### src/scope_edge_trigger_capture_assert.svh
// assertion macros for the edge trigger capture block
// expects signals named clock and reset in the scope of each use
`ifndef SCOPE_EDGE_TRIGGER_CAPTURE_ASSERT_SVH
`define SCOPE_EDGE_TRIGGER_CAPTURE_ASSERT_SVH

// same-cycle implication, held off during reset
`define SETC_ASSERT_NOW(label, ante, cons, msg) \
   label: assert property (@(posedge clock) disable iff (reset) (ante) |-> (cons)) \
      else $error(msg);

// next-cycle implication, held off during reset
`define SETC_ASSERT_NEXT(label, ante, cons, msg) \
   label: assert property (@(posedge clock) disable iff (reset) (ante) |=> (cons)) \
      else $error(msg);

`endif

### src/setc_pkg.sv
// shared types, constants and tables for the edge trigger capture block
// no dependencies
`default_nettype none

package setc_pkg;

   localparam int FRAME_BYTES  = 8;
   localparam int CODE_W       = 8;
   localparam int LANE_W       = 3;
   localparam int COUNT_W      = 4;
   localparam int IDX_W        = 9;
   localparam int MV_W         = 14;
   localparam int FREQ_W       = 24;
   localparam int SEARCH_W     = 10;
   localparam int FRAME_W      = 12;
   localparam int MODE_W       = 4;
   localparam int LEVEL_W      = 8;
   localparam int CSR_ADDR_W   = 4;
   localparam int CSR_DATA_W   = 32;

   localparam logic [IDX_W-1:0] SHORT_RECORD = IDX_W'(200);
   localparam logic [IDX_W-1:0] LONG_RECORD  = IDX_W'(500);

   // timebase modes that need special handling
   localparam logic [MODE_W-1:0] MODE_DECIM_20 = MODE_W'(0);
   localparam logic [MODE_W-1:0] MODE_DECIM_10 = MODE_W'(1);
   localparam logic [MODE_W-1:0] MODE_LONG     = MODE_W'(8);
   localparam logic [MODE_W-1:0] MODE_MAX      = MODE_W'(8);

   // input item codes
   localparam logic OP_ARM   = 1'b0;
   localparam logic OP_FRAME = 1'b1;

   // register indexes on the csr port
   localparam logic [1:0] REG_TRIGGER_LEVEL = 2'd0;
   localparam logic [1:0] REG_MODE          = 2'd1;
   localparam logic [1:0] REG_SEARCH_LIMIT  = 2'd2;

   localparam logic [LEVEL_W-1:0]  RESET_TRIGGER_LEVEL = LEVEL_W'(128);
   localparam logic [MODE_W-1:0]   RESET_MODE          = MODE_W'(2);
   localparam logic [SEARCH_W-1:0] RESET_SEARCH_LIMIT  = SEARCH_W'(120);

   typedef enum logic [1:0] {
      KIND_SAMPLE = 2'd0,
      KIND_FREQ   = 2'd1,
      KIND_END    = 2'd2
   } setc_kind_type;

   typedef struct packed {
      logic [LEVEL_W-1:0]  trigger_level;
      logic [MODE_W-1:0]   mode;
      logic [SEARCH_W-1:0] search_limit;
   } setc_cfg_type;

   typedef struct packed {
      logic                                   op;
      logic [FRAME_BYTES-1:0][CODE_W-1:0]     samples;
   } setc_item_type;

   // up to eight results caused by one item
   typedef struct packed {
      logic [COUNT_W-1:0]                     count;
      setc_kind_type                          kind;
      logic [FRAME_BYTES-1:0][CODE_W-1:0]     codes;
      logic [IDX_W-1:0]                       base_index;
      logic [FREQ_W-1:0]                      frequency;
      logic [IDX_W-1:0]                       data_frames;
      logic                                   done;
   } setc_batch_type;

   typedef logic [255:0][MV_W-1:0] setc_mv_table_type;

   // frames per record, counted from the trigger
   function automatic logic [FRAME_W-1:0] frame_cap(input logic [MODE_W-1:0] mode);
      logic [FRAME_W-1:0] cap;
      unique case (mode)
         4'd0:    cap = FRAME_W'(4000);
         4'd1:    cap = FRAME_W'(2000);
         4'd2:    cap = FRAME_W'(200);
         4'd3:    cap = FRAME_W'(25);
         4'd4:    cap = FRAME_W'(51);
         4'd5:    cap = FRAME_W'(200);
         4'd6:    cap = FRAME_W'(25);
         4'd7:    cap = FRAME_W'(51);
         4'd8:    cap = FRAME_W'(500);
         default: cap = '1;
      endcase
      return cap;
   endfunction

   function automatic logic [IDX_W-1:0] record_len(input logic [MODE_W-1:0] mode);
      return (mode == MODE_LONG) ? LONG_RECORD : SHORT_RECORD;
   endfunction

   // millivolts = round(code * 10000 / 255) - 5000, built at elaboration
   // y / 255 done as y * ceil(2^30 / 255) >> 30, exact for y below 5.6e6
   function automatic setc_mv_table_type build_mv_table();
      setc_mv_table_type t;
      longint y;
      longint q;
      for (int c = 0; c < 256; c++) begin
         y    = longint'(c) * 64'sd10000 + 64'sd127;
         q    = (y * 64'sd4210753) >>> 30;
         t[c] = MV_W'(q - 64'sd5000);
      end
      return t;
   endfunction

   localparam setc_mv_table_type MV_TABLE = build_mv_table();

endpackage

`default_nettype wire

### src/setc_capture_core.sv
// trigger search and capture state with the per-item result evaluation
// depends on setc_pkg
`default_nettype none

module setc_capture_core (
   input  wire logic                     clock,
   input  wire logic                     reset,
   input  wire setc_pkg::setc_cfg_type   cfg,
   input  wire setc_pkg::setc_item_type  item,
   input  wire logic                     advance,
   output setc_pkg::setc_batch_type      batch
);
   import setc_pkg::*;

   typedef enum logic [1:0] {
      PH_IDLE,
      PH_SEARCH,
      PH_CAPTURE,
      PH_DONE
   } phase_type;

   phase_type             phase_ff, phase_in;
   logic [SEARCH_W-1:0]   search_count_ff, search_count_in;
   logic [LANE_W-1:0]     trigger_lane_ff, trigger_lane_in;
   logic [FRAME_W-1:0]    frame_count_ff, frame_count_in;
   logic [4:0]            mod20_ff, mod20_in;
   logic [3:0]            mod10_ff, mod10_in;
   logic [IDX_W-1:0]      data_frame_count_ff, data_frame_count_in;
   logic [IDX_W-1:0]      sample_count_ff, sample_count_in;
   logic [FREQ_W-1:0]     frequency_ff, frequency_in;

   logic [FRAME_BYTES-1:1] near_hit;
   logic                   hit;
   logic [LANE_W-1:0]      hit_lane;
   logic [COUNT_W-1:0]     per_count;
   logic [LANE_W-1:0]      lane_step;
   logic [LANE_W-1:0]      emit_start;
   logic [IDX_W-1:0]       rec;
   logic [IDX_W-1:0]       room;
   logic                   head_zero;
   logic                   tail_nz;
   logic                   decim_hit;

   // rising crossing within one code of the level, per lane
   always_comb begin
      for (int i = 1; i < FRAME_BYTES; i++) begin
         near_hit[i] = (((item.samples[i] >= cfg.trigger_level)
                         ? (item.samples[i] - cfg.trigger_level)
                         : (cfg.trigger_level - item.samples[i])) < CODE_W'(2))
                       && (item.samples[i] > item.samples[i-1]);
      end
   end

   // lowest lane wins
   always_comb begin
      hit      = 1'b0;
      hit_lane = '0;
      for (int i = FRAME_BYTES - 1; i >= 1; i--) begin
         if (near_hit[i]) begin
            hit      = 1'b1;
            hit_lane = LANE_W'(i);
         end
      end
   end

   // per-mode lane stride, step 0 stands for a stride of eight
   always_comb begin
      unique case (cfg.mode)
         4'd3, 4'd6: begin
            per_count = COUNT_W'(8);
            lane_step = LANE_W'(1);
         end
         4'd4, 4'd7: begin
            per_count = COUNT_W'(4);
            lane_step = LANE_W'(2);
         end
         default: begin
            per_count = COUNT_W'(1);
            lane_step = '0;
         end
      endcase
   end

   assign rec       = record_len(cfg.mode);
   assign room      = (rec > sample_count_ff) ? (rec - sample_count_ff) : '0;
   assign head_zero = (item.samples[0] | item.samples[1] | item.samples[2]
                       | item.samples[3]) == '0;
   assign tail_nz   = (item.samples[4] | item.samples[5] | item.samples[6]
                       | item.samples[7]) != '0;
   assign decim_hit = (cfg.mode == MODE_DECIM_20) ? (mod20_ff == '0) : (mod10_ff == '0);

   always_comb begin
      phase_in            = phase_ff;
      search_count_in     = search_count_ff;
      trigger_lane_in     = trigger_lane_ff;
      frame_count_in      = frame_count_ff;
      mod20_in            = mod20_ff;
      mod10_in            = mod10_ff;
      data_frame_count_in = data_frame_count_ff;
      sample_count_in     = sample_count_ff;
      frequency_in        = frequency_ff;
      batch.count         = '0;
      batch.kind          = KIND_SAMPLE;
      batch.done          = 1'b0;
      emit_start          = '0;

      if (item.op == OP_ARM) begin
         phase_in            = PH_SEARCH;
         search_count_in     = '0;
         trigger_lane_in     = '0;
         frame_count_in      = '0;
         mod20_in            = '0;
         mod10_in            = '0;
         data_frame_count_in = '0;
         sample_count_in     = '0;
      end else if (cfg.mode <= MODE_MAX && phase_ff == PH_SEARCH) begin
         if (search_count_ff >= cfg.search_limit) begin
            // forced trigger, no samples
            trigger_lane_in = '0;
            frame_count_in  = '0;
            mod20_in        = '0;
            mod10_in        = '0;
            phase_in        = PH_CAPTURE;
         end else if (hit) begin
            trigger_lane_in = hit_lane;
            emit_start      = hit_lane;
            unique case (lane_step)
               LANE_W'(1): batch.count = COUNT_W'(8) - COUNT_W'(hit_lane);
               LANE_W'(2): batch.count = (COUNT_W'(9) - COUNT_W'(hit_lane)) >> 1;
               default:    batch.count = COUNT_W'(1);
            endcase
            sample_count_in = sample_count_ff + IDX_W'(batch.count);
            frame_count_in  = '0;
            mod20_in        = '0;
            mod10_in        = '0;
            phase_in        = PH_CAPTURE;
         end
         if (search_count_ff != '1) begin
            search_count_in = search_count_ff + 1'b1;
         end
      end else if (cfg.mode <= MODE_MAX && phase_ff == PH_CAPTURE) begin
         if (head_zero && (cfg.mode > MODE_DECIM_10 || tail_nz)) begin
            frequency_in = {item.samples[5], item.samples[6], item.samples[7]};
            batch.count  = COUNT_W'(1);
            batch.kind   = KIND_FREQ;
         end else if (cfg.mode <= MODE_DECIM_10) begin
            if (decim_hit && room != '0) begin
               batch.count     = COUNT_W'(1);
               emit_start      = trigger_lane_ff;
               sample_count_in = sample_count_ff + 1'b1;
            end
         end else begin
            batch.count         = (room < IDX_W'(per_count)) ? COUNT_W'(room) : per_count;
            sample_count_in     = sample_count_ff + IDX_W'(batch.count);
            if (data_frame_count_ff != '1) begin
               data_frame_count_in = data_frame_count_ff + 1'b1;
            end
         end
         if (frame_count_ff != '1) begin
            frame_count_in = frame_count_ff + 1'b1;
            mod20_in       = (mod20_ff == 5'd19) ? '0 : mod20_ff + 1'b1;
            mod10_in       = (mod10_ff == 4'd9)  ? '0 : mod10_ff + 1'b1;
         end
         if (sample_count_in >= rec || frame_count_in >= frame_cap(cfg.mode)) begin
            batch.done = 1'b1;
            phase_in   = PH_DONE;
            if (batch.count == '0) begin
               batch.count = COUNT_W'(1);
               batch.kind  = KIND_END;
            end
         end
      end

      // pick the emitted lanes
      for (int k = 0; k < FRAME_BYTES; k++) begin
         batch.codes[k] = item.samples[LANE_W'(emit_start + LANE_W'(k) * lane_step)];
      end
      batch.base_index  = sample_count_ff;
      batch.frequency   = frequency_in;
      batch.data_frames = data_frame_count_in;
   end

   always_ff @(posedge clock) begin
      if (reset) begin
         phase_ff            <= PH_IDLE;
         search_count_ff     <= '0;
         trigger_lane_ff     <= '0;
         frame_count_ff      <= '0;
         mod20_ff            <= '0;
         mod10_ff            <= '0;
         data_frame_count_ff <= '0;
         sample_count_ff     <= '0;
         frequency_ff        <= '0;
      end else if (advance) begin
         phase_ff            <= phase_in;
         search_count_ff     <= search_count_in;
         trigger_lane_ff     <= trigger_lane_in;
         frame_count_ff      <= frame_count_in;
         mod20_ff            <= mod20_in;
         mod10_ff            <= mod10_in;
         data_frame_count_ff <= data_frame_count_in;
         sample_count_ff     <= sample_count_in;
         frequency_ff        <= frequency_in;
      end
   end

endmodule

`default_nettype wire

### src/scope_edge_trigger_capture.sv
// Edge trigger capture for an oscilloscope front end. An arm transfer starts a
// trigger search; each following frame transfer carries eight converter codes.
// The block finds the first rising crossing of trigger_level (or forces a
// trigger after search_limit frames), then builds a record of millivolt
// samples strided or decimated by mode, with frequency frames reloading a
// 24-bit count. A frame transfer is held in the input register, where its results
// are worked out and the capture state is updated; its results (up to eight) are
// then loaded into the result register and leave one per rsp transfer. Items that
// cause no result pass without waiting for the result register. The next frame is
// taken while results still wait; a frame with results then waits in the input
// register until the result register is free.
// depends on setc_pkg, setc_capture_core and the assertion header
`default_nettype none

`include "scope_edge_trigger_capture_assert.svh"

module scope_edge_trigger_capture (
   input  wire logic                                clock,
   input  wire logic                                reset,
   // request channel
   input  wire logic                                req_tvalid,
   output logic                                     req_tready,
   input  wire logic [63:0]                         req_tdata,  // sample_0 .. sample_7
   input  wire logic [0:0]                          req_tuser,  // op
   // result channel
   output logic                                     rsp_tvalid,
   input  wire logic                                rsp_tready,
   // sample_index, sample_mv, frequency_value, record_done, data_frames, zero fill
   output logic [63:0]                              rsp_tdata,
   output logic [1:0]                               rsp_tuser,  // kind
   output logic                                     rsp_tlast,  // last
   // configuration port
   input  wire logic                                csr_psel,
   input  wire logic                                csr_penable,
   input  wire logic                                csr_pwrite,
   input  wire logic [setc_pkg::CSR_ADDR_W-1:0]     csr_paddr,
   input  wire logic [setc_pkg::CSR_DATA_W-1:0]     csr_pwdata,
   output logic [setc_pkg::CSR_DATA_W-1:0]          csr_prdata,
   output logic                                     csr_pready
);
   import setc_pkg::*;

   // configuration registers
   logic [LEVEL_W-1:0]   trigger_level_ff;
   logic [MODE_W-1:0]    mode_ff;
   logic [SEARCH_W-1:0]  search_limit_ff;
   logic                 csr_write;
   setc_cfg_type         cfg;

   // input register
   logic                 in_valid_ff;
   setc_item_type        in_item_ff;

   // result register and its read pointer
   logic                 batch_valid_ff;
   setc_batch_type       batch_ff;
   logic [LANE_W-1:0]    ptr_ff;

   setc_batch_type       eval;
   logic                 advance;
   logic                 load;
   logic                 rsp_xfer;
   logic                 last_now;
   logic                 batch_free;
   logic [CODE_W-1:0]    cur_code;
   logic [IDX_W-1:0]     cur_index;
   logic [MV_W-1:0]      cur_mv;
   logic                 cur_done;

   // ---- configuration port ----
   assign csr_pready = 1'b1;
   assign csr_write  = csr_psel && csr_penable && csr_pwrite && csr_pready;

   always_comb begin
      unique case (csr_paddr[3:2])
         REG_TRIGGER_LEVEL: csr_prdata = CSR_DATA_W'(trigger_level_ff);
         REG_MODE:          csr_prdata = CSR_DATA_W'(mode_ff);
         REG_SEARCH_LIMIT:  csr_prdata = CSR_DATA_W'(search_limit_ff);
         default:           csr_prdata = '0;
      endcase
   end

   // trigger_level, mode, search_limit from the top bit down
   assign cfg = {trigger_level_ff, mode_ff, search_limit_ff};

   // ---- evaluation of the held item ----
   setc_capture_core u_core (
      .clock   (clock),
      .reset   (reset),
      .cfg     (cfg),
      .item    (in_item_ff),
      .advance (advance),
      .batch   (eval)
   );

   // ---- handshakes ----
   assign rsp_xfer   = rsp_tvalid && rsp_tready;
   assign last_now   = (COUNT_W'(ptr_ff) + 1'b1) == batch_ff.count;
   assign batch_free = !batch_valid_ff || (rsp_xfer && last_now);
   // items without results never wait for the result register
   assign advance    = in_valid_ff && ((eval.count == '0) || batch_free);
   assign load       = advance && (eval.count != '0);
   assign req_tready = !in_valid_ff || advance;

   always_ff @(posedge clock) begin
      if (reset) begin
         trigger_level_ff <= RESET_TRIGGER_LEVEL;
         mode_ff          <= RESET_MODE;
         search_limit_ff  <= RESET_SEARCH_LIMIT;
         in_valid_ff      <= 1'b0;
         batch_valid_ff   <= 1'b0;
         ptr_ff           <= '0;
      end else begin
         if (csr_write) begin
            unique case (csr_paddr[3:2])
               REG_TRIGGER_LEVEL: trigger_level_ff <= csr_pwdata[LEVEL_W-1:0];
               REG_MODE:          mode_ff          <= csr_pwdata[MODE_W-1:0];
               REG_SEARCH_LIMIT:  search_limit_ff  <= csr_pwdata[SEARCH_W-1:0];
               default:           ;
            endcase
         end
         if (req_tready) begin
            in_valid_ff <= req_tvalid;
         end
         if (load) begin
            batch_valid_ff <= 1'b1;
            ptr_ff         <= '0;
         end else if (rsp_xfer) begin
            if (last_now) begin
               batch_valid_ff <= 1'b0;
            end else begin
               ptr_ff <= ptr_ff + 1'b1;
            end
         end
      end
   end

   // payload registers, no reset
   always_ff @(posedge clock) begin
      if (req_tvalid && req_tready) begin
         in_item_ff.op      <= req_tuser[0];
         in_item_ff.samples <= req_tdata;
      end
      if (load) begin
         batch_ff <= eval;
      end
   end

   // ---- result fields ----
   assign cur_code  = batch_ff.codes[ptr_ff];
   assign cur_index = (batch_ff.kind == KIND_SAMPLE)
                      ? (batch_ff.base_index + IDX_W'(ptr_ff)) : '0;
   assign cur_mv    = (batch_ff.kind == KIND_SAMPLE) ? MV_TABLE[cur_code] : '0;
   assign cur_done  = batch_ff.done && last_now;

   assign rsp_tvalid = batch_valid_ff;
   assign rsp_tuser  = batch_ff.kind;
   assign rsp_tlast  = last_now;
   assign rsp_tdata  = {7'd0, batch_ff.data_frames, cur_done, batch_ff.frequency,
                        cur_mv, cur_index};

   // ---- assertions ----
   // pointer never walks past the results held
   `SETC_ASSERT_NOW(a_ptr_in_batch, batch_valid_ff, (batch_ff.count != '0) && (COUNT_W'(ptr_ff) < batch_ff.count), "result pointer outside the held results")
   // frequency and record end results stand alone
   `SETC_ASSERT_NOW(a_single_kind, batch_valid_ff && (batch_ff.kind != KIND_SAMPLE), batch_ff.count == COUNT_W'(1), "non-sample result not alone in its item")
   // record end marked only on the final result of an item
   `SETC_ASSERT_NOW(a_done_on_last, rsp_tvalid && rsp_tdata[47], rsp_tlast, "record end before the last result")
   // a drained result register empties unless refilled
   `SETC_ASSERT_NEXT(a_drain_empties, rsp_xfer && last_now && !load, !batch_valid_ff, "result register still valid after its last transfer")

endmodule

`default_nettype wire
### config.mk
export PLATFORM = sky130hd
export DESIGN_NAME = scope_edge_trigger_capture
export DESIGN_NICKNAME = d
export VERILOG_FILES = /design/src/setc_pkg.sv /design/src/setc_capture_core.sv /design/src/scope_edge_trigger_capture.sv
export VERILOG_INCLUDE_DIRS = /design/src /design/src/src
export SDC_FILE = /design/constraint.sdc
export NUM_CORES = 1
export LEC_CHECK = 0
export BUFFER_PORTS_ARGS = -buffer_cell sky130_fd_sc_hd__buf_4
export CAP_MARGIN = 20
export CORE_MARGIN = 1.5
export CORE_UTILIZATION = 45
export DETAILED_ROUTE_END_ITERATION = 6
export SETUP_SLACK_MARGIN = 0.15
export SYNTH_ARGS = -nofsm -noshare
export SYNTH_HDL_FRONTEND = slang
export SYNTH_SLANG_ARGS = --single-unit
### constraint.sdc
create_clock -name clock -period 17.1 [get_ports clock]
set_clock_uncertainty 0.05 [all_clocks]
set_input_delay 2.565 -clock clock [delete_from_list [all_inputs] [get_ports clock]]
set_output_delay 2.565 -clock clock [all_outputs]
set_load 0.01 [all_outputs]
==> key figures, run 1 <==
Run status
  • Status: finished, final reports clean

Layout
  • ANT cells: 0
  • Area grow syn2layout: 9.16%
  • FF+latch area: about 0.0077 mm²
  • Area of the multi-input gates: about 0.019 mm²
  • # nets final: 3,602
  • Fillers: ~6,000
  • Share of layout cells above drive strength 1: a little over an eighth

STA
  • Final Hold Fails: 0
  • Setup_tns: 0 ns
  • Fin crit period: roughly 11 ns
  • Measured slew at the worst slew-check pin: about 1.1 ns
  • Slew Limit Fails: 0
  • Final Cycle Share: approximately 66%
  • Final Setup Violations: 0
  • Max Fclk: between 80 and 90 MHz
  • Worst slew margin: between 20% and 30%
  • RSZ-0062 raised after global routing: false
  • Final worst slack: ~5.8 ns

Routing
  • # DRC: 0
  • Post-DRT Antenna Nets: 0
  • Via count: 25,900
  • Mean number of vias per cell: roughly 6.3
  • Initial DRT Pass Iterations: 6
  • Routed wire length: approximately 94,000 µm
  • Routed WL per cell: 23.0 µm
  • Initial drt markers: 2,678

Place
  • Placer Congestion: about 0.95
  • Pre-CTS setup slack: 6.54 ns
  • IO Port Bufs: ~160
  • DP HPWL: 68,500 µm

Clocking
  • CTS tree: built
  • H-tree depth: 2
  • Sink Count: slightly below 300
  • CTS clock-pin slew for the worst setup and hold paths: about 0.06 ns
  • CTS root buffer: clkbuf_16
  • Post-CTS sizing: 0
  • CTS Buf Count: 35
  • Post-CTS Setup Repair Bufs: 0
  • Longest Clk Path Bufs: 3
  • Hold buffers post-CTS: 0
  • Worst skew pair latency: 0.56 ns

Setup path
  • Worst path most repeated cell: ha_1
  • FF-to-FF Start: mode_ff[0]
  • Setup CP Type: reg -> out
  • Worst setup SP type: flop
  • CP max-delay cell: or4b_1
  • CP Depth: 34
  • CP endpoint kind: output port
  • Buf/Inv on CP: 3
  • Arr. time, crit path: around 8.7 ns
  • Worst EP required: ~14 ns
  • Top delay family on crit path: compound AO/OA/AOI/OAI gates
  • Max FO, Critical Path: 17
  • Reg2Reg Depth: 34
  • Crit. Startpoint: mode_ff[0]
  • CP peak stage delay: 0.54 ns

Worst hold path
  • WHS Path Cells: 2
  • Worst min path class: reg -> reg
  • Min-delay src: u_core.trigger_lane_ff[0]

Floorplanning
  • # IOs: 210
  • Die height: ~250 µm
  • Core area: slightly above 0.06 mm²
  • Num rows: a little over 90
  • Starting density of the core: a little under half
  • Die ar.: around 0.064 mm²
  • Chip width: around 250 µm

Power
  • Pwr/cell area: 61.7 mW/mm²
  • Clock Power Share: between 40% and 50%
  • Pleak: about 12 nW
  • Comb pwr share: between 15 and 20%
  • Net Switching: 538 µW
  • Peak supply drop: 0.0727 mV
  • Flop pwr share: a little over two fifths
  • Switch share: 28.4%
  • Total internal power: between 1 and 1.5 mW
  • Total Power Consumption: 1.90 mW

Synthesis
  • Synth area leaders: edfxtp_1, ha_1, dfxtp_1, a21oi_1, mux4_2
  • Synthesis Warnings: 0
  • Primary FF master, synth: edfxtp_1
  • Synth area leader: edfxtp_1
  • Synthesized area per cell: 8.72 µm²
  • Post-synth top area share: a little under a fifth
  • Mux cell area share after synthesis: between 10 and 15%
  • Main combinational cell family by area after synthesis: compound AO/OA/AOI/OAI gates
  • Cell area after synthesis: ~0.028 mm²
  • Post-synthesis sequential area ratio: between 20% and 30%
  • Gate Count Post-Synth: 3,231
  • XOR/XNOR Fraction of Synth Area: ~2.2%
  • Simple-gate area share of the yosys netlist: between 15 and 20%
  • Flops & latches, synth: 294
  • Fraction of registers with async set/reset: 0%
  • Compound-Gate Fraction of Synth Area: 21.6%
  • Count of different cell masters after synthesis: between 100 and 150
  • EDFF count, synth: between 150 and 200
  • Adder-cell share of the synthesized area: 12.9%

GRT
  • Initial antenna violation count: 0
  • GR Overflow Total: 0
  • First-pass GRT wire length: ~140,000 µm
  • Vias in the first global route: between 20,000 and 25,000
  • Largest net degree at the start of global routing: between 80 and 90
  • GR Util All Layers: between 20% and 30%

Job
  • Max-Cap Viols: 0
[state kept, by name, summed over array words and instances (netlist names), 9 cells and up, named ones only]
register and cells:
batch_ff 78, u_core.frame_count_ff 12, u_core.search_count_ff 10, in_item_ff 65, u_core.sample_count_ff 9, u_core.frequency_ff 24, rsp_tdata 33, u_core.data_frame_count_ff 9
search_limit_ff 10
[layout make-up]
type / count / area share (%)
flip-flops and latches: 294 / 24.9
clock inverters: 20 / 0.801
multi-input cells: 2497 / 60.6
clock buffers: 43 / 3.11
repair buffers: 198 / 4.83
inverters: 192 / 2.36
well taps: 837 / 3.40
[worst min-delay path: cells and delay by family, from the launching register on]
kind           cells  cell delay (ns)
AO/OA/AOI/OAI      2             0.12
flip-flops         1             0.31
[cells by family (layout without fill, tap and decap cells)]
kind of cell,Yosys count,count (layout)
AO/OA/AOI/OAI,940,940
buffers and inverters,468,453
adder cells (fa/ha/maj),278,278
multiplexers,254,254
flip-flops,294,294
AND/OR/NAND/NOR,927,927
XOR/XNOR,68,68
other,2,30
[routing by layer]
metal / GRT usage, % / vias up / part of all wire, %
li1: - / 12000 / -
met1: 39.5 / 12500 / 43
met2: 46.2 / 1175 / 47
met3: 2.96 / 197 / 6.5
met4: 10.4 / 0 / 3.7
met5: 0 / - / 0
[path summary, 6_finish.rpt]
check                              endpoint  slack (ns)
setup reg to reg               batch_ff[36]        7.63
setup / recovery                 req_tready        5.83
hold reg to reg   u_core.trigger_lane_ff[0]        0.42
hold / removal    u_core.trigger_lane_ff[0]        0.42
[synth_stat cells (11+ instances only)]
| cell | n |
|---|---|
| and3_1 | 23 |
| o311ai_0 | 11 |
| a31oi_1 | 37 |
| or4_1 | 14 |
| nor4_1 | 18 |
| nand4_1 | 50 |
| buf_2 | 28 |
| xor2_1 | 21 |
| a31o_2 | 11 |
| buf_1 | 21 |
| ha_1 | 256 |
| nand2b_1 | 23 |
| nand3_1 | 80 |
| o211ai_1 | 36 |
| edfxtp_1 | 178 |
| xnor2_1 | 43 |
| dfxtp_1 | 116 |
| nor2b_1 | 21 |
| o21a_1 | 17 |
| a211oi_1 | 50 |
| nand2_1 | 258 |
| nor2_1 | 201 |
| clkbuf_1 | 152 |
| and2_1 | 31 |
| a21o_1 | 48 |
| nand3b_1 | 14 |
| or3_1 | 22 |
| fa_1 | 20 |
| a22oi_1 | 12 |
| o21ai_0 | 217 |
| nor3_1 | 125 |
| mux4_2 | 60 |
| a221oi_1 | 12 |
| a311oi_1 | 17 |
| o31ai_1 | 27 |
| a21oi_1 | 280 |
| o22ai_1 | 18 |
| inv_1 | 189 |
| o221ai_1 | 13 |
| a2111oi_0 | 11 |
| mux2_2 | 64 |
| buf_4 | 69 |
| mux2i_1 | 122 |
[through the flow]
| step | area, µm² | util [%] | cells | hold slack (ns) |
|---|---|---|---|---|
| floorplan | 28300 | - | 3259 | 0.356 |
| global placement | 29500 | 47.8 | 4016 | 0.411 |
| detailed placement | 29500 | 47.8 | 4016 | 0.430 |
| CTS | 30700 | 49.7 | 4079 | 0.427 |
| global route | 30800 | 49.8 | 4081 | 0.457 |
| finish | 30800 | 49.8 | 4081 | 0.423 |
[power by group through the flow]
stage                     Combinational (mW)  Clock (mW)  Sequential (mW)
after global routing                   0.349       0.827            0.800
after detailed placement               0.310           0            0.814
after global placement                 0.303           0            0.813
after floorplan                        0.227           0            0.797
after CTS                              0.312       0.800            0.799
final                                  0.319       0.780            0.800
[placed cells by master, fill, tap and decap left out, types with 17 or more instances in the layout]
| cell | n |
|---|---|
| or3_1 | 22 |
| o211ai_1 | 36 |
| nand2_1 | 258 |
| buf_4 | 198 |
| conb_1 | 30 |
| o21ai_0 | 216 |
| mux4_2 | 60 |
| a21oi_1 | 280 |
| fa_1 | 20 |
| a21o_1 | 48 |
| mux2i_1 | 116 |
| a31oi_1 | 37 |
| clkbuf_16 | 36 |
| a311oi_1 | 17 |
| nand4_1 | 50 |
| and3_1 | 23 |
| nor2_1 | 201 |
| xor2_1 | 21 |
| nor4_1 | 18 |
| nand2b_1 | 23 |
| o22ai_1 | 18 |
| nand3_1 | 80 |
| edfxtp_1 | 178 |
| and2_1 | 30 |
| o31ai_1 | 27 |
| nor3_1 | 124 |
| nor2b_1 | 21 |
| a211oi_1 | 50 |
| xnor2_1 | 43 |
| ha_1 | 256 |
| mux2_2 | 64 |
| dfxtp_1 | 115 |
| inv_1 | 188 |
Power figures use the tool's default switching activity.
==> run 2, diff against run 1 <==
clock period = 9.43 ns   (was 17.1 ns; I/O delays follow)
==> run 2 against run 1 <==
Wire length fell by 0.50%. Critical endpoint unchanged. First-iteration DRC count is 4.0% lower. Critical path type unchanged. Critical path depth rose by 1.
==> key figures, run 2 (synthesis gave the netlist of run 1 again) <==
Worst hold path
  • WHS Path Cells: 2 (unchanged)
  • WHS Endpoint: u_core.trigger_lane_ff[1]
  • Worst min path class: reg -> reg
  • Min-delay src: u_core.trigger_lane_ff[1]

Power
  • Comb pwr share: 17.1% (+0.3 points)
  • Net Switching: 976 µW (+81%)
  • Pwr/cell area: 110 mW/mm² (+78%)
  • Clock Power Share: 40.2% (-0.9 points)
  • Peak supply drop: 0.120 mV (+65%)
  • Pleak: 12.6 nW (+0.95%)
  • Flop pwr share: 42.8% (+0.7 points)
  • Total internal power: 2.42 mW (+78%)
  • Switch share: 28.8% (+0.40 points)

Setup path
  • Max FO, Critical Path: 8 (-9)
  • Worst setup SP type: flop
  • CP max-delay cell: or4b_4
  • Setup CP Type: reg -> out
  • Reg2reg end: u_core.sample_count_ff[8]
  • CP endpoint kind: output port
  • CP peak stage delay: 0.60 ns (+0.06 ns)
  • Buf/Inv on CP: 4 (+1)
  • Top delay family on crit path: compound AO/OA/AOI/OAI gates
  • Reg2Reg Depth: 37 (+8.8%)
  • Arr. time, crit path: 7.47 ns (-1.19 ns)
  • R2r setup slk: 1.24 ns (-6.39 ns)
  • FF-to-FF Start: mode_ff[1]
  • Worst EP required: 7.97 ns (-6.52 ns)

Routing
  • # DRC: 0 (unchanged)
  • Mean number of vias per cell: 6.35 (about the same)
  • Routed WL per cell: 22.8 µm (-1.1%)
  • Initial DRT Pass Iterations: 6 (unchanged)
  • Initial drt markers: 2,571 (-4.0%)
  • Via count: 26,100 (+0.73%)
  • Routed wire length: 93,600 µm (-0.50%)
  • Post-DRT Antenna Nets: 0 (unchanged)

STA
  • Setup_tns: 0 ns (unchanged)
  • Fin crit period: 8.94 ns
  • Final Setup Violations: 0 (unchanged)
  • Final Cycle Share: a little over nine tenths
  • RSZ-0062 raised after global routing: false
  • Max Fclk: 112 MHz
  • Final Hold Fails: 0 (unchanged)
  • Worst slew margin: 26.3% (+0.55 points)
  • Final worst slack: 0.492 ns (-5.34 ns)
  • Measured slew at the worst slew-check pin: 1.10 ns (-0.00880 ns)
  • Slew Limit Fails: 0 (unchanged)

Layout
  • Fin area: 0.0310 mm² (+0.67%)
  • Most frequent cells in the layout: a21oi_1, nand2_1, ha_1
  • Share of layout cells above drive strength 1: 14.6% (+1.0 points)
  • Fillers: 5,790 (-1.3%)
  • # nets final: 3,626 (+0.67%)
  • Area of the multi-input gates: 0.0187 mm² (+0.13%)
  • Max FFs per register: 78 (unchanged)
  • Largest Register: batch_ff
  • Commonest non-fill, non-tap cell in the layout: a21oi_1
  • Area grow syn2layout: 9.89%
  • FF+latch area: 0.00767 mm² (about the same)

GRT
  • Largest net degree at the start of global routing: 84 (unchanged)
  • Initial antenna violation count: 1 (+1)
  • GR Overflow Total: 0 (unchanged)
  • First-pass GRT wire length: 143,000 µm (-0.36%)
  • Vias in the first global route: 24,500 (-0.19%)
  • GR Util All Layers: 28.5% (-0.10 points)

Floorplanning
  • Core area: 0.0618 mm² (unchanged)
  • Die ar.: 0.0641 mm² (unchanged)
  • Die height: 253 µm (unchanged)
  • Chip width: 253 µm (unchanged)
  • Num rows: 91 (unchanged)
  • Starting density of the core: 45.6% (unchanged)
  • # IOs: 210 (unchanged)

Clocking
  • CTS clock-pin slew for the worst setup and hold paths: 0.06 ns (about the same)
  • CTS tree: built
  • H-tree depth: 2 (unchanged)
  • CTS root buffer: clkbuf_16
  • Longest Clk Path Bufs: 3 (unchanged)
  • CTS Buf Count: 35 (unchanged)
  • Worst skew pair latency: 0.58 ns (+0.02 ns)
  • Hold buffers post-CTS: 0 (unchanged)
  • Sink Count: 294 (unchanged)

Place
  • DP HPWL: 69,000 µm (+0.69%)
  • IO Port Bufs: 155 (unchanged)
  • Placer Congestion: 0.941 (-0.92%)
  • Pre-CTS setup slack: 0.408 ns (-6.13 ns)
  • Area post-placement: 0.0297 mm² (+0.59%)

Run status
  • Status: finished, final reports clean

Job
  • Max-Cap Viols: 0 (unchanged)
==> run 2: cell count changes in the layout (fill, tap and decap cells not counted), sizes merged <==
cell / delta
bufinv: -1
diode: +1
buf: +24
clkinv: +3
clkinvlp: +3
clkbuf: -4
==> run 2: layout make-up <==
type / instances / share of cell area, %
inverter: 192 / 2.34
sequential: 294 / 24.8
clock buffer: 39 / 2.94
antenna: 1 / 0.00808
clock inverter: 25 / 0.816
timing repair buffer: 222 / 5.50
multi-input combinational: 2497 / 60.2
tap: 837 / 3.38
==> run 2: worst max path at each step <==
stage               startpoint       endpoint  slack, ns  cells past startpoint
floorplan           mode_ff[0]  in_item_ff[0]       0.53                     38
global placement    mode_ff[0]     req_tready       0.47                     33
detailed placement  mode_ff[3]     req_tready       0.41                     33
CTS                 mode_ff[3]     req_tready       0.18                     34
global route        mode_ff[1]     req_tready       0.16                     35
finish              mode_ff[1]     req_tready       0.49                     35
==> run 2: per-layer routing <==
layer | GRT usage, % | vias to the layer above | share of wire (%) | wire [µm]
met3 | 3.53 | 224 | 7.0 | 6540
met5 | 0 | - | 0 | 0
met1 | 38.5 | 12700 | 43 | 40000
met4 | 11.4 | 0 | 4.1 | 3840
li1 | - | 12000 | - | -
met2 | 46.1 | 1153 | 46 | 43200
==> run 2: timing repair <==
item,CTS,global route
endpoints found under the setup margin,1,1
hold endpoints to repair,0,0
gates resized for setup,3,8
buffers inserted,2,5
pin swaps,1,3
gates cloned,0,0
==> run 2: worst reg2reg max path, delay by kind of cell, from the launching register on <==
family                     cells  cell delay, ns
DFF                            1            0.39
and+or+nand+nor                8            1.67
AOI/OAI and AO/OA             19            3.45
muxes                          1            0.25
adders and majority gates      5            1.54
xor gates and xnor gates       1            0.15
buffers and inverters          3            0.55
==> run 2: per-stage QoR <==
stage          util (%)  power (mW)  std cells  hold WS, ns
2_1_floorplan         -        1.86       3259        0.356
3_3_place_gp       48.1        2.03       4035        0.406
3_5_place_dp       48.1        2.04       4035        0.428
4_1_cts            50.0        3.41       4101        0.435
5_1_grt            50.1        3.53       4106        0.458
6_report           50.1        3.39       4107        0.431
==> run 2: power groups by stage <==
stage	combinational [mW]	clock [mW]	sequential, mW
after floorplan	0.411	0	1.45
after global placement	0.553	0	1.47
after detailed placement	0.566	0	1.48
after CTS	0.569	1.40	1.45
after global routing	0.635	1.44	1.45
final	0.579	1.36	1.45
